File: src/h2r_pkg.sv
// shared types and constants for the hsl to rgb converter
`default_nettype none
package h2r_pkg;

  // field widths
  localparam int HUE_W = 15;
  localparam int CH_W  = 8;

  // internal widths
  localparam int M_W   = 16;   // m1, m2 and their difference, units of 1/255^2
  localparam int T_W   = 12;   // position inside a ramp, 0..HUE_SEC
  localparam int NUM_W = 28;   // channel numerator plus rounding offset
  localparam int Y_W   = 20;   // numerator with the power-of-two factor removed
  localparam int PR_W  = 29;   // reciprocal product
  localparam int Q_W   = 9;    // quotient before saturation

  localparam int NUM_STAGES = 5;

  // hue geometry in 1/64 degree
  localparam logic [HUE_W-1:0] HUE_SEC   = 15'd3840;
  localparam logic [HUE_W-1:0] HUE_SEC3  = 15'd11520;
  localparam logic [HUE_W-1:0] HUE_SEC4  = 15'd15360;
  localparam logic [HUE_W-1:0] HUE_THIRD = 15'd7680;
  localparam logic [HUE_W-1:0] HUE_FULL  = 15'd23040;

  localparam logic [CH_W-1:0] CH_MAX = 8'd255;

  // divide by 255 * 3840 = 2^8 * 3825
  localparam logic [NUM_W-1:0] HALF_DEN       = 28'd489600;
  localparam int               DIV_PRE_SHIFT  = 8;
  localparam logic [Y_W-1:0]   DIV_RES        = 20'd3825;
  localparam logic [PR_W-1:0]  RECIP_K        = 29'd274;
  localparam int               RECIP_SHIFT    = 20;

  typedef struct packed {
    logic [NUM_STAGES-1:0] en;
  } pipe_en_t;

  typedef struct packed {
    logic [M_W-1:0] m1;
    logic [M_W-1:0] diff;
    logic [T_W-1:0] t;
  } chan_op_t;

endpackage
`default_nettype wire

File: src/h2r_in_if.sv
// pixel input channel: hue, saturation, lightness and alpha
`default_nettype none
interface h2r_in_if;
  import h2r_pkg::*;

  logic            valid;
  logic            ready;
  logic [HUE_W-1:0] hue_angle;
  logic [CH_W-1:0]  sat_level;
  logic [CH_W-1:0]  light_level;
  logic [CH_W-1:0]  alpha_in;

  modport source (
    output valid, hue_angle, sat_level, light_level, alpha_in,
    input  ready
  );

  modport sink (
    input  valid, hue_angle, sat_level, light_level, alpha_in,
    output ready
  );

endinterface
`default_nettype wire

File: src/h2r_out_if.sv
// pixel output channel: red, green, blue and alpha
`default_nettype none
interface h2r_out_if;
  import h2r_pkg::*;

  logic            valid;
  logic            ready;
  logic [CH_W-1:0] red_out;
  logic [CH_W-1:0] green_out;
  logic [CH_W-1:0] blue_out;
  logic [CH_W-1:0] alpha_out;

  modport source (
    output valid, red_out, green_out, blue_out, alpha_out,
    input  ready
  );

  modport sink (
    input  valid, red_out, green_out, blue_out, alpha_out,
    output ready
  );

endinterface
`default_nettype wire

File: src/h2r_front.sv
// stages one and two: hue wrap and offsets, m1/m2 and ramp positions
`default_nettype none
module h2r_front (
  input  wire logic                          clk,
  input  wire h2r_pkg::pipe_en_t             stg,
  input  wire logic [h2r_pkg::HUE_W-1:0]     hue_angle,
  input  wire logic [h2r_pkg::CH_W-1:0]      sat_level,
  input  wire logic [h2r_pkg::CH_W-1:0]      light_level,
  output h2r_pkg::chan_op_t                  op_red,
  output h2r_pkg::chan_op_t                  op_green,
  output h2r_pkg::chan_op_t                  op_blue
);
  import h2r_pkg::*;

  function automatic logic [T_W-1:0] ramp_pos(input logic [HUE_W-1:0] h);
    logic [HUE_W-1:0] fall;
    fall = HUE_SEC4 - h;
    priority if (h < HUE_SEC) begin
      return h[T_W-1:0];
    end else if (h < HUE_SEC3) begin
      return HUE_SEC[T_W-1:0];
    end else if (h < HUE_SEC4) begin
      return fall[T_W-1:0];
    end else begin
      return '0;
    end
  endfunction

  // stage one
  logic [HUE_W-1:0] h_wrap;
  logic [HUE_W-1:0] hr_nxt, hg_nxt, hb_nxt;
  logic [M_W-1:0]   prod_nxt;
  logic [HUE_W-1:0] hr_r, hg_r, hb_r;
  logic [M_W-1:0]   prod_r;
  logic [CH_W-1:0]  l_r, s_r;

  always_comb begin
    h_wrap = (hue_angle >= HUE_FULL) ? hue_angle - HUE_FULL : hue_angle;
    hg_nxt = h_wrap;
    hr_nxt = (h_wrap >= HUE_FULL - HUE_THIRD) ? h_wrap - (HUE_FULL - HUE_THIRD)
                                              : h_wrap + HUE_THIRD;
    hb_nxt = (h_wrap < HUE_THIRD) ? h_wrap + (HUE_FULL - HUE_THIRD)
                                  : h_wrap - HUE_THIRD;
    prod_nxt = M_W'(light_level) * M_W'(sat_level);
  end

  always_ff @(posedge clk) begin
    if (stg.en[0]) begin
      hr_r   <= hr_nxt;
      hg_r   <= hg_nxt;
      hb_r   <= hb_nxt;
      prod_r <= prod_nxt;
      l_r    <= light_level;
      s_r    <= sat_level;
    end
  end

  // stage two
  logic [M_W+1:0]  l255, ls255, twol255;
  logic [M_W+1:0]  m2_wide, m1_wide;
  logic [M_W-1:0]  m1_nxt, diff_nxt;
  chan_op_t        op_red_r, op_green_r, op_blue_r;

  always_comb begin
    l255    = (18'(l_r) << 8) - 18'(l_r);
    ls255   = ((18'(l_r) + 18'(s_r)) << 8) - (18'(l_r) + 18'(s_r));
    twol255 = l255 << 1;
    // lower formula up to and including half lightness
    if (!l_r[CH_W-1]) begin
      m2_wide = l255 + 18'(prod_r);
    end else begin
      m2_wide = ls255 - 18'(prod_r);
    end
    m1_wide  = twol255 - m2_wide;
    m1_nxt   = m1_wide[M_W-1:0];
    diff_nxt = m2_wide[M_W-1:0] - m1_wide[M_W-1:0];
  end

  always_ff @(posedge clk) begin
    if (stg.en[1]) begin
      op_red_r   <= '{m1: m1_nxt, diff: diff_nxt, t: ramp_pos(hr_r)};
      op_green_r <= '{m1: m1_nxt, diff: diff_nxt, t: ramp_pos(hg_r)};
      op_blue_r  <= '{m1: m1_nxt, diff: diff_nxt, t: ramp_pos(hb_r)};
    end
  end

  assign op_red   = op_red_r;
  assign op_green = op_green_r;
  assign op_blue  = op_blue_r;

endmodule
`default_nettype wire

File: src/h2r_chan.sv
// stages three to five for one channel: numerator, reciprocal divide, saturation
`default_nettype none
module h2r_chan (
  input  wire logic                      clk,
  input  wire h2r_pkg::pipe_en_t         stg,
  input  wire h2r_pkg::chan_op_t         op,
  output logic [h2r_pkg::CH_W-1:0]       level
);
  import h2r_pkg::*;

  // stage three: m1 * sector + diff * t + half the divisor
  logic [NUM_W-1:0] x_nxt, x_r;

  assign x_nxt = NUM_W'(op.m1) * NUM_W'(HUE_SEC) + NUM_W'(op.diff) * NUM_W'(op.t) + HALF_DEN;

  always_ff @(posedge clk) begin
    if (stg.en[2]) begin
      x_r <= x_nxt;
    end
  end

  // stage four: estimate quotient, low by at most one
  logic [Y_W-1:0]  y_nxt, y_r;
  logic [PR_W-1:0] pr;
  logic [Q_W-1:0]  q0_nxt, q0_r;

  always_comb begin
    y_nxt  = x_r[NUM_W-1:DIV_PRE_SHIFT];
    pr     = PR_W'(y_nxt) * RECIP_K;
    q0_nxt = pr[PR_W-1:RECIP_SHIFT];
  end

  always_ff @(posedge clk) begin
    if (stg.en[3]) begin
      y_r  <= y_nxt;
      q0_r <= q0_nxt;
    end
  end

  // stage five: correct and saturate
  logic [Y_W-1:0]  qm, rem;
  logic [Q_W-1:0]  q;
  logic [CH_W-1:0] level_nxt, level_r;

  always_comb begin
    qm  = Y_W'(q0_r) * DIV_RES;
    rem = y_r - qm;
    q   = q0_r + Q_W'(rem >= DIV_RES);
    level_nxt = (q > Q_W'(CH_MAX)) ? CH_MAX : q[CH_W-1:0];
  end

  always_ff @(posedge clk) begin
    if (stg.en[4]) begin
      level_r <= level_nxt;
    end
  end

  assign level = level_r;

endmodule
`default_nettype wire

File: src/hsl_to_rgb_converter_top.sv
// hsl to rgb converter: five-stage pipeline, one pixel per clock
// each pixel passes stages one to five in order; out_pix.valid is the stage five valid bit
// throughput: one transaction per cycle; each stage holds while the next is full
// and stalled, and bubbles close up, so nothing is lost or repeated
// reset: rst_n clears the stage valid bits only; data registers are not reset
`default_nettype none
module hsl_to_rgb_converter_top (
  input  wire logic   clk,
  input  wire logic   rst_n,
  h2r_in_if.sink      in_pix,
  h2r_out_if.source   out_pix
);
  import h2r_pkg::*;

  logic [NUM_STAGES-1:0] v_r, v_nxt;
  logic [NUM_STAGES-1:0] rdy;
  pipe_en_t              stg;
  logic [CH_W-1:0]       alpha_r [NUM_STAGES];

  // a stage loads when empty or when the stage after it moves on
  always_comb begin
    rdy[NUM_STAGES-1] = !v_r[NUM_STAGES-1] || out_pix.ready;
    for (int k = NUM_STAGES - 2; k >= 0; k--) begin
      rdy[k] = !v_r[k] || rdy[k+1];
    end
    stg.en = rdy;
    v_nxt[0] = in_pix.valid;
    for (int k = 1; k < NUM_STAGES; k++) begin
      v_nxt[k] = v_r[k-1];
    end
  end

  always_ff @(posedge clk) begin
    if (!rst_n) begin
      v_r <= '0;
    end else begin
      for (int k = 0; k < NUM_STAGES; k++) begin
        if (rdy[k]) begin
          v_r[k] <= v_nxt[k];
        end
      end
    end
  end

  always_ff @(posedge clk) begin
    if (rdy[0]) begin
      alpha_r[0] <= in_pix.alpha_in;
    end
    for (int k = 1; k < NUM_STAGES; k++) begin
      if (rdy[k]) begin
        alpha_r[k] <= alpha_r[k-1];
      end
    end
  end

  chan_op_t op_red, op_green, op_blue;

  h2r_front u_front (
    .clk         (clk),
    .stg         (stg),
    .hue_angle   (in_pix.hue_angle),
    .sat_level   (in_pix.sat_level),
    .light_level (in_pix.light_level),
    .op_red      (op_red),
    .op_green    (op_green),
    .op_blue     (op_blue)
  );

  logic [CH_W-1:0] red_lvl, green_lvl, blue_lvl;

  h2r_chan u_red (
    .clk   (clk),
    .stg   (stg),
    .op    (op_red),
    .level (red_lvl)
  );

  h2r_chan u_green (
    .clk   (clk),
    .stg   (stg),
    .op    (op_green),
    .level (green_lvl)
  );

  h2r_chan u_blue (
    .clk   (clk),
    .stg   (stg),
    .op    (op_blue),
    .level (blue_lvl)
  );

  assign in_pix.ready      = rdy[0];
  assign out_pix.valid     = v_r[NUM_STAGES-1];
  assign out_pix.red_out   = red_lvl;
  assign out_pix.green_out = green_lvl;
  assign out_pix.blue_out  = blue_lvl;
  assign out_pix.alpha_out = alpha_r[NUM_STAGES-1];

endmodule
`default_nettype wire

File: src/flat_wrapper.sv
// flat-port wrapper written by rule: the top's interface ports become plain ports
module hsl_to_rgb_converter_top_flat import h2r_pkg::*;
  (clk, rst_n, in_pix_valid, in_pix_hue_angle, in_pix_sat_level, in_pix_light_level, in_pix_alpha_in, in_pix_ready, out_pix_valid, out_pix_red_out, out_pix_green_out, out_pix_blue_out, out_pix_alpha_out, out_pix_ready);
  h2r_in_if in_pix_i ();
  h2r_out_if out_pix_i ();
  input  wire logic clk;
  input  wire logic rst_n;
  input wire logic [$bits(in_pix_i.valid)-1:0] in_pix_valid;
  input wire logic [$bits(in_pix_i.hue_angle)-1:0] in_pix_hue_angle;
  input wire logic [$bits(in_pix_i.sat_level)-1:0] in_pix_sat_level;
  input wire logic [$bits(in_pix_i.light_level)-1:0] in_pix_light_level;
  input wire logic [$bits(in_pix_i.alpha_in)-1:0] in_pix_alpha_in;
  output wire logic [$bits(in_pix_i.ready)-1:0] in_pix_ready;
  output wire logic [$bits(out_pix_i.valid)-1:0] out_pix_valid;
  output wire logic [$bits(out_pix_i.red_out)-1:0] out_pix_red_out;
  output wire logic [$bits(out_pix_i.green_out)-1:0] out_pix_green_out;
  output wire logic [$bits(out_pix_i.blue_out)-1:0] out_pix_blue_out;
  output wire logic [$bits(out_pix_i.alpha_out)-1:0] out_pix_alpha_out;
  input wire logic [$bits(out_pix_i.ready)-1:0] out_pix_ready;
  assign in_pix_i.valid = in_pix_valid;
  assign in_pix_i.hue_angle = in_pix_hue_angle;
  assign in_pix_i.sat_level = in_pix_sat_level;
  assign in_pix_i.light_level = in_pix_light_level;
  assign in_pix_i.alpha_in = in_pix_alpha_in;
  assign in_pix_ready = in_pix_i.ready;
  assign out_pix_valid = out_pix_i.valid;
  assign out_pix_red_out = out_pix_i.red_out;
  assign out_pix_green_out = out_pix_i.green_out;
  assign out_pix_blue_out = out_pix_i.blue_out;
  assign out_pix_alpha_out = out_pix_i.alpha_out;
  assign out_pix_i.ready = out_pix_ready;
  hsl_to_rgb_converter_top u_core (.clk(clk), .rst_n(rst_n), .in_pix(in_pix_i), .out_pix(out_pix_i));
endmodule
File: config.mk
export PLATFORM = sky130hd
export DESIGN_NAME = hsl_to_rgb_converter_top_flat
export DESIGN_NICKNAME = d
export VERILOG_FILES = /design/src/h2r_pkg.sv /design/src/h2r_in_if.sv /design/src/h2r_out_if.sv /design/src/h2r_front.sv /design/src/h2r_chan.sv /design/src/hsl_to_rgb_converter_top.sv /design/src/flat_wrapper.sv
export SDC_FILE = /design/constraint.sdc
export NUM_CORES = 2
export LEC_CHECK = 0
export BUFFER_PORTS_ARGS = -buffer_cell sky130_fd_sc_hd__buf_2
export CORE_ASPECT_RATIO = 1.5
export CORE_UTILIZATION = 50
export CTS_BUF_LIST = sky130_fd_sc_hd__clkbuf_16
export DETAILED_ROUTE_END_ITERATION = 12
export PLACE_DENSITY = 0.72
export SLEW_MARGIN = 0
export SYNTH_ARGS = -nofsm -noshare
export SYNTH_HDL_FRONTEND = slang
export SYNTH_HIERARCHICAL = 1
export SYNTH_SLANG_ARGS = --single-unit
File: constraint.sdc
create_clock -name clk -period 13.9 [get_ports clk]
set_input_delay 0.695 -clock clk [delete_from_list [all_inputs] [get_ports clk]]
set_output_delay 0.695 -clock clk [all_outputs]
set_load 0.01 [all_outputs]
* After elaboration in Yosys (flattened, before gate mapping) *
Memories as Yosys holds them, arrays and structs flattened.
Index checks and enable logic that the tools add are counted.

cells by class
  reductions and logical operators = 10
  order comparisons = 18
  $add $sub $neg = 27
  multiply operators = 11
  mux-type cells = 23

operators by type and width
  operator                  count
  $mux W12                  9
  $lt A15 B14 Y1 const B    6
  $add A28 B19 Y28 const B  3
  $add A28 B28 Y28          3
  $mul A16 B12 Y28          3
  $mul A20 B8 Y28 const B   3
  $ge A20 B12 Y1 const B    3
  $mul A9 B12 Y20 const B   3
  $sub A20 B20 Y20          3
  $sub A16 B16 Y16          3
  $lt A15 B12 Y1 const B    3
  $mux W15                  3
  $sub A12 B12 Y12 const A  3
  $add A9 B1 Y9             3
  $gt A9 B8 Y1 const B      3
  $mul A16 B4 Y20 const B   1
  $add A16 B16 Y16          1
  $mul A8 B8 Y16            1
  $mux W16                  1
  $sub A16 B8 Y16           1
  $sub A16 B9 Y16           1
  $add A15 B13 Y15 const B  1
  $add A15 B14 Y15 const B  1
  $ge A15 B14 Y1 const B    1
  other kinds (9)           26

word-level totals
  RAM bits = 40
  output and inout port bits = 34
  memories = 1
  bits in registers = 345

memories
  name            depth  bits a word  rd ports  clocked after Yosys merged registers in  wr ports  line                            source
  u_core.alpha_r  5      8            5         0                                        5         hsl_to_rgb_converter_top.sv:18  logic [CH_W-1:0] alpha_r [NUM_STAGES];

* Logic depth before layout (Yosys ltp) *
  depth in word-level cells = 8
  gate-level depth with buffers = 32
  gate-level depth less buffers = 32

* Modules after synthesis *
Netlist, hierarchy kept.

modules (own cells, without submodules)
  module                      times used  area each (µm²)  cells each
  h2r_chan at u_core.u_red    1           14226.1          1509
  h2r_chan at u_core.u_green  1           14207.4          1483
  h2r_chan at u_core.u_blue   1           14098.5          1472
  h2r_front                   1           11235.8          1116
  hsl_to_rgb_converter_top    1           1463.9           70

* Worst setup path before layout *
Ideal clock, no wire load.

  path kind = register -> register
  from = register u_core/u_front/op_blue[28] (netlist name)
  to = register u_core.u_green.x_r[26], data pin
  data required time = 13.638 ns
  path slack = 6.957 ns
  arrival time = 6.681 ns
  library setup time = 0.262 ns
  stages on the path, launching flop included = 25
  cell sequence = edfxtp_1 buf_4 fa_1 fa_1 ha_1 a211oi_1 o21bai_1 a21oi_1 xnor2_1 fa_1 fa_1 inv_1 fa_1 inv_1 fa_1 fa_1 ha_1 a21o_1 a21oi_1 nor2b_1 o41a_1 a41o_1 o31ai_4 o21ai_1 xor2_1

RTL lines
  item                  line            source
  to (signal assigned)  h2r_chan.sv:18  x_r <= x_nxt;
  to (decl)             h2r_chan.sv:12  logic [NUM_W-1:0] x_nxt, x_r;

* Final worst setup path *
  from = register u_core.u_front.op_blue_r, in the netlist u_core/u_front/op_blue[31]
  to = register u_core.u_blue.x_r[27], data pin

between the ends
  cells in the longest elaborated chain, start to end = 3

RTL lines
  item                               line             source
  from (decl)                        h2r_front.sv:62  chan_op_t op_red_r, op_green_r, op_blue_r;
  from (signal assigned)             h2r_front.sv:83  op_blue_r <= '{m1: m1_nxt, diff: diff_nxt, t: ramp_pos(hb_r)};
  $mul A16 B4 Y20                    n/a
  $add A28 B28 Y28                   h2r_chan.sv:14   assign x_nxt = NUM_W'(op.m1) * NUM_W'(HUE_SEC) + NUM_W'(op.diff) * NUM_W'(op.t) + HALF_DEN;
  $add A28 B19 Y28                   h2r_chan.sv:14
  named net u_core.u_blue.x_nxt[27]  h2r_chan.sv:12
  to (signal assigned)               h2r_chan.sv:18
  to (decl)                          h2r_chan.sv:12

The timed path passes the listed nets, and every way through them passes these cells.
A chain may end at the register's enable or synchronous reset.

==> reports/metrics.csv <==
stage,metric,value,unit
place,dpl_worst_slack,6.08,ns
layout,final_common_cell,inv_1,
die,die_h,409,um
setup_path,reg2regPathDepth,24,
worst_hold_path,hold_path_class,in -> reg,
global_routing,grt.overflow.total,0,
die,io-pin-count,77,
timing,skew,0.0567,ns
outcome,status,completed,
timing,slew_headroom,36.0,%
layout,multiInputGateArea,39300,um2
yosys,ys.flop_type,edfxtp_1,
layout,layout_common_cells,"inv_1, ha_1, fa_1",
timing,setup_slack,6.08,ns
global_routing,grt_pass1_wl,195000,um
global_routing,grt_max_degree,69,
timing,fin_crit_sh,56.3,%
layout,final_nets,7249,
place,gp_congestion,0.895,
layout,drive_gt1_share,4.70,%
global_routing,grt_usage,21.5,%
timing,min_period,7.82,ns
routing,drc_errors,0,
setup_path,crit_chain,fa_1 -> fa_1 -> ha_1 -> a21o_1 -> nand2_1 -> nand2_1 -> nor2_1 -> xnor2_1 -> fa_1 -> fa_1 -> inv_1 -> fa_1 -> inv_1 -> fa_1 -> ha_1 -> ha_1 -> a21oi_1 -> o21ai_0 -> a21o_1 -> o41ai_4 -> o221ai_2 -> a2111o_1 -> a31oi_2 -> xor2_1,
setup_path,required,14.21,ns
die,start_util,50.3,%
yosys,synth_cell_types,115,
setup_path,cp.arrival,8.14,ns
setup_path,crit_slowest_cell,edfxtp_1,
layout,syn_to_final_growth,5.26,%
die,die_w,273,um
clock_network,cts_setup_buffers,0,
routing,post_drt_wl_per_cell,16.5,um
clock_network,htreeDepth,2,
clock_network,cts_root_buffer,clkbuf_16,
die,coreArea,110000,um2
routing,drtIter0Drc,1805,
setup_path,crit_type,reg -> reg,
die,row_count,149,
clock_network,cts_tree,yes,
yosys,netlist_area,55200,um2
timing,worst_slew_pin_slew,0.960,ns
place,io_buffer_count,76,
setup_path,crit_cells,24,
layout,ff_latch_area,10200,um2
clock_network,clk_path_buf_depth,3,
layout,layout.cells.non_filler,7092,
routing,wirelength,117000,um
setup_path,critical_path.top_delay_family,adder cells,
timing,hold_viol_final,0,
die,die_area,112000,um2
global_routing,antenna_found_initial,1,
yosys,ys_seq_area_share,18.5,%
timing,finalSetupTns,0,ns
global_routing,grt_pass1_vias,40700,
yosys,async_flop_share,0,%
timing,rsz0062_at_grt,false,
routing,drt-vias-per-instance,5.35,
setup_path,path_max_fanout,12,
clock_network,cts_hold_buf,0,
setup_path,critical_path.startpoint_type,flop,
clock_network,cts_resized,0,
routing,vias,38000,
timing,setup_viol,0,
timing,fmax,128,MHz
timing,slew_viol_final,0,
yosys,synth-seq-cells,342,
worst_hold_path,hold_depth,1,
setup_path,crit_path_max_incr_delay,0.92,ns
routing,dr.pass1.iters,6,
setup_path,end_kind,flop,
clock_network,numCtsBuffers,41,
place,place_inst,7016,
place,hpwl,96200,um
clock_network,clock-sinks,342,
setup_path,cp.buffers_inverters,2,
setup_path,worst_path_most_repeated_cell,fa_1,
flow_run,cap_violations,0,
yosys,synth_area_per_cell,9.78,um2
routing,ant_nets,0,
layout,num-fill-cells,9653,
clock_network,clk_latency,0.61,ns
clock_network,clkTransAtPathRegs,0.07,ns
yosys,synthCells,5650,
yosys,yosys_warnings,6,
yosys,synth-edff-count,337,
-- cell families after synthesis --
family | after synthesis | synth area share, %
fa+ha+maj | 1584 | 46.4
buf+inv | 1441 | 10.3
simple gates | 1289 | 11.3
compound gates | 690 | 8.43
flops | 342 | 18.5
xor+xnor | 282 | 4.54
mux | 21 | 0.446
other cells | 1 | 0.00679
-- cells in the mapped netlist (all sizes together), types with 14 or more instances --
master  count  share of area (%)
nand2     532                3.6
nor2b      37               0.43
nand4      19               0.22
o21a       38               0.52
a21o       72               0.98
and3       27               0.31
nor2      185                1.3
a31oi      26               0.32
or3        19               0.22
fa        776                 28
a21boi     16               0.22
o31ai      14               0.23
and2      258                2.9
nand3      46               0.42
o21ai     151                1.4
xor2       79                1.3
a22o       15               0.24
clkbuf    100               0.70
a21oi     192                1.8
nand2b     45               0.51
a211oi     25               0.38
o21bai     19               0.26
ha        805                 18
inv      1263                8.6
edfxtp    337                 18
nor3       65               0.60
buf        76                1.0
xnor2     202                3.2
-- layout make-up --
type / instances / area share (%)
clock inverters: 34 / 0.691
clock buffers: 41 / 1.76
diodes: 1 / 0.00430
repair buffers: 106 / 1.04
inverters: 1265 / 8.17
multi-input cells: 3869 / 67.7
well taps: 1434 / 3.09
flip-flops and latches: 342 / 17.6
-- layer usage --
metal,up-vias,GRT usage [%],routed length [um]
li1,17900,-,-
met1,18900,23.5,44100
met2,852,40.9,62900
met3,297,2.10,4080
met4,2,10.3,5950
met5,-,0,13
-- registers in the layout, indices dropped and copies added, names as in the netlist, 6 cells and up --
| signal | flops |
|---|---|
| u_core/alpha_r | 40 |
| u_core/u_blue/level | 8 |
| u_core/u_blue/q0_r | 9 |
| u_core/u_blue/x_r | 20 |
| u_core/u_blue/y_r | 20 |
| u_core/u_front/hb_r | 6 |
| u_core/u_front/hg_r | 6 |
| u_core/u_front/hr_r | 15 |
| u_core/u_front/l_r | 8 |
| u_core/u_front/op_blue | 43 |
| u_core/u_front/op_green | 12 |
| u_core/u_front/op_red | 12 |
| u_core/u_front/prod_r | 16 |
| u_core/u_front/s_r | 8 |
| u_core/u_green/level | 8 |
| u_core/u_green/q0_r | 9 |
| u_core/u_green/x_r | 20 |
| u_core/u_green/y_r | 20 |
| u_core/u_red/level | 8 |
| u_core/u_red/q0_r | 9 |
| u_core/u_red/x_r | 20 |
| u_core/u_red/y_r | 20 |
-- worst paths after layout --
kind | startpoint | slack, ns | to
worst max-delay path | u_core/u_front/op_blue[31] | 6.08 | u_core/u_blue/x_r[27]
worst min-delay path | in_pix_alpha_in[2] | 0.27 | u_core/alpha_r[0][2]
worst max register to register | u_core/u_front/op_blue[31] | 6.08 | u_core/u_blue/x_r[27]
worst min register to register | u_core/alpha_r[0][4] | 0.42 | u_core/alpha_r[0][12]
-- stage by stage --
step	hold WS (ns)	utilization, %	instance area [um2]
floorplan	0.400	-	55200
global placement	0.400	51.6	56700
detailed placement	0.406	51.6	56700
CTS	0.240	52.9	58100
global route	0.258	52.9	58100
finish	0.271	52.9	58100
Power is not shown: default switching activity piles up to over one toggle a cycle in this logic, so the estimate is an artifact.
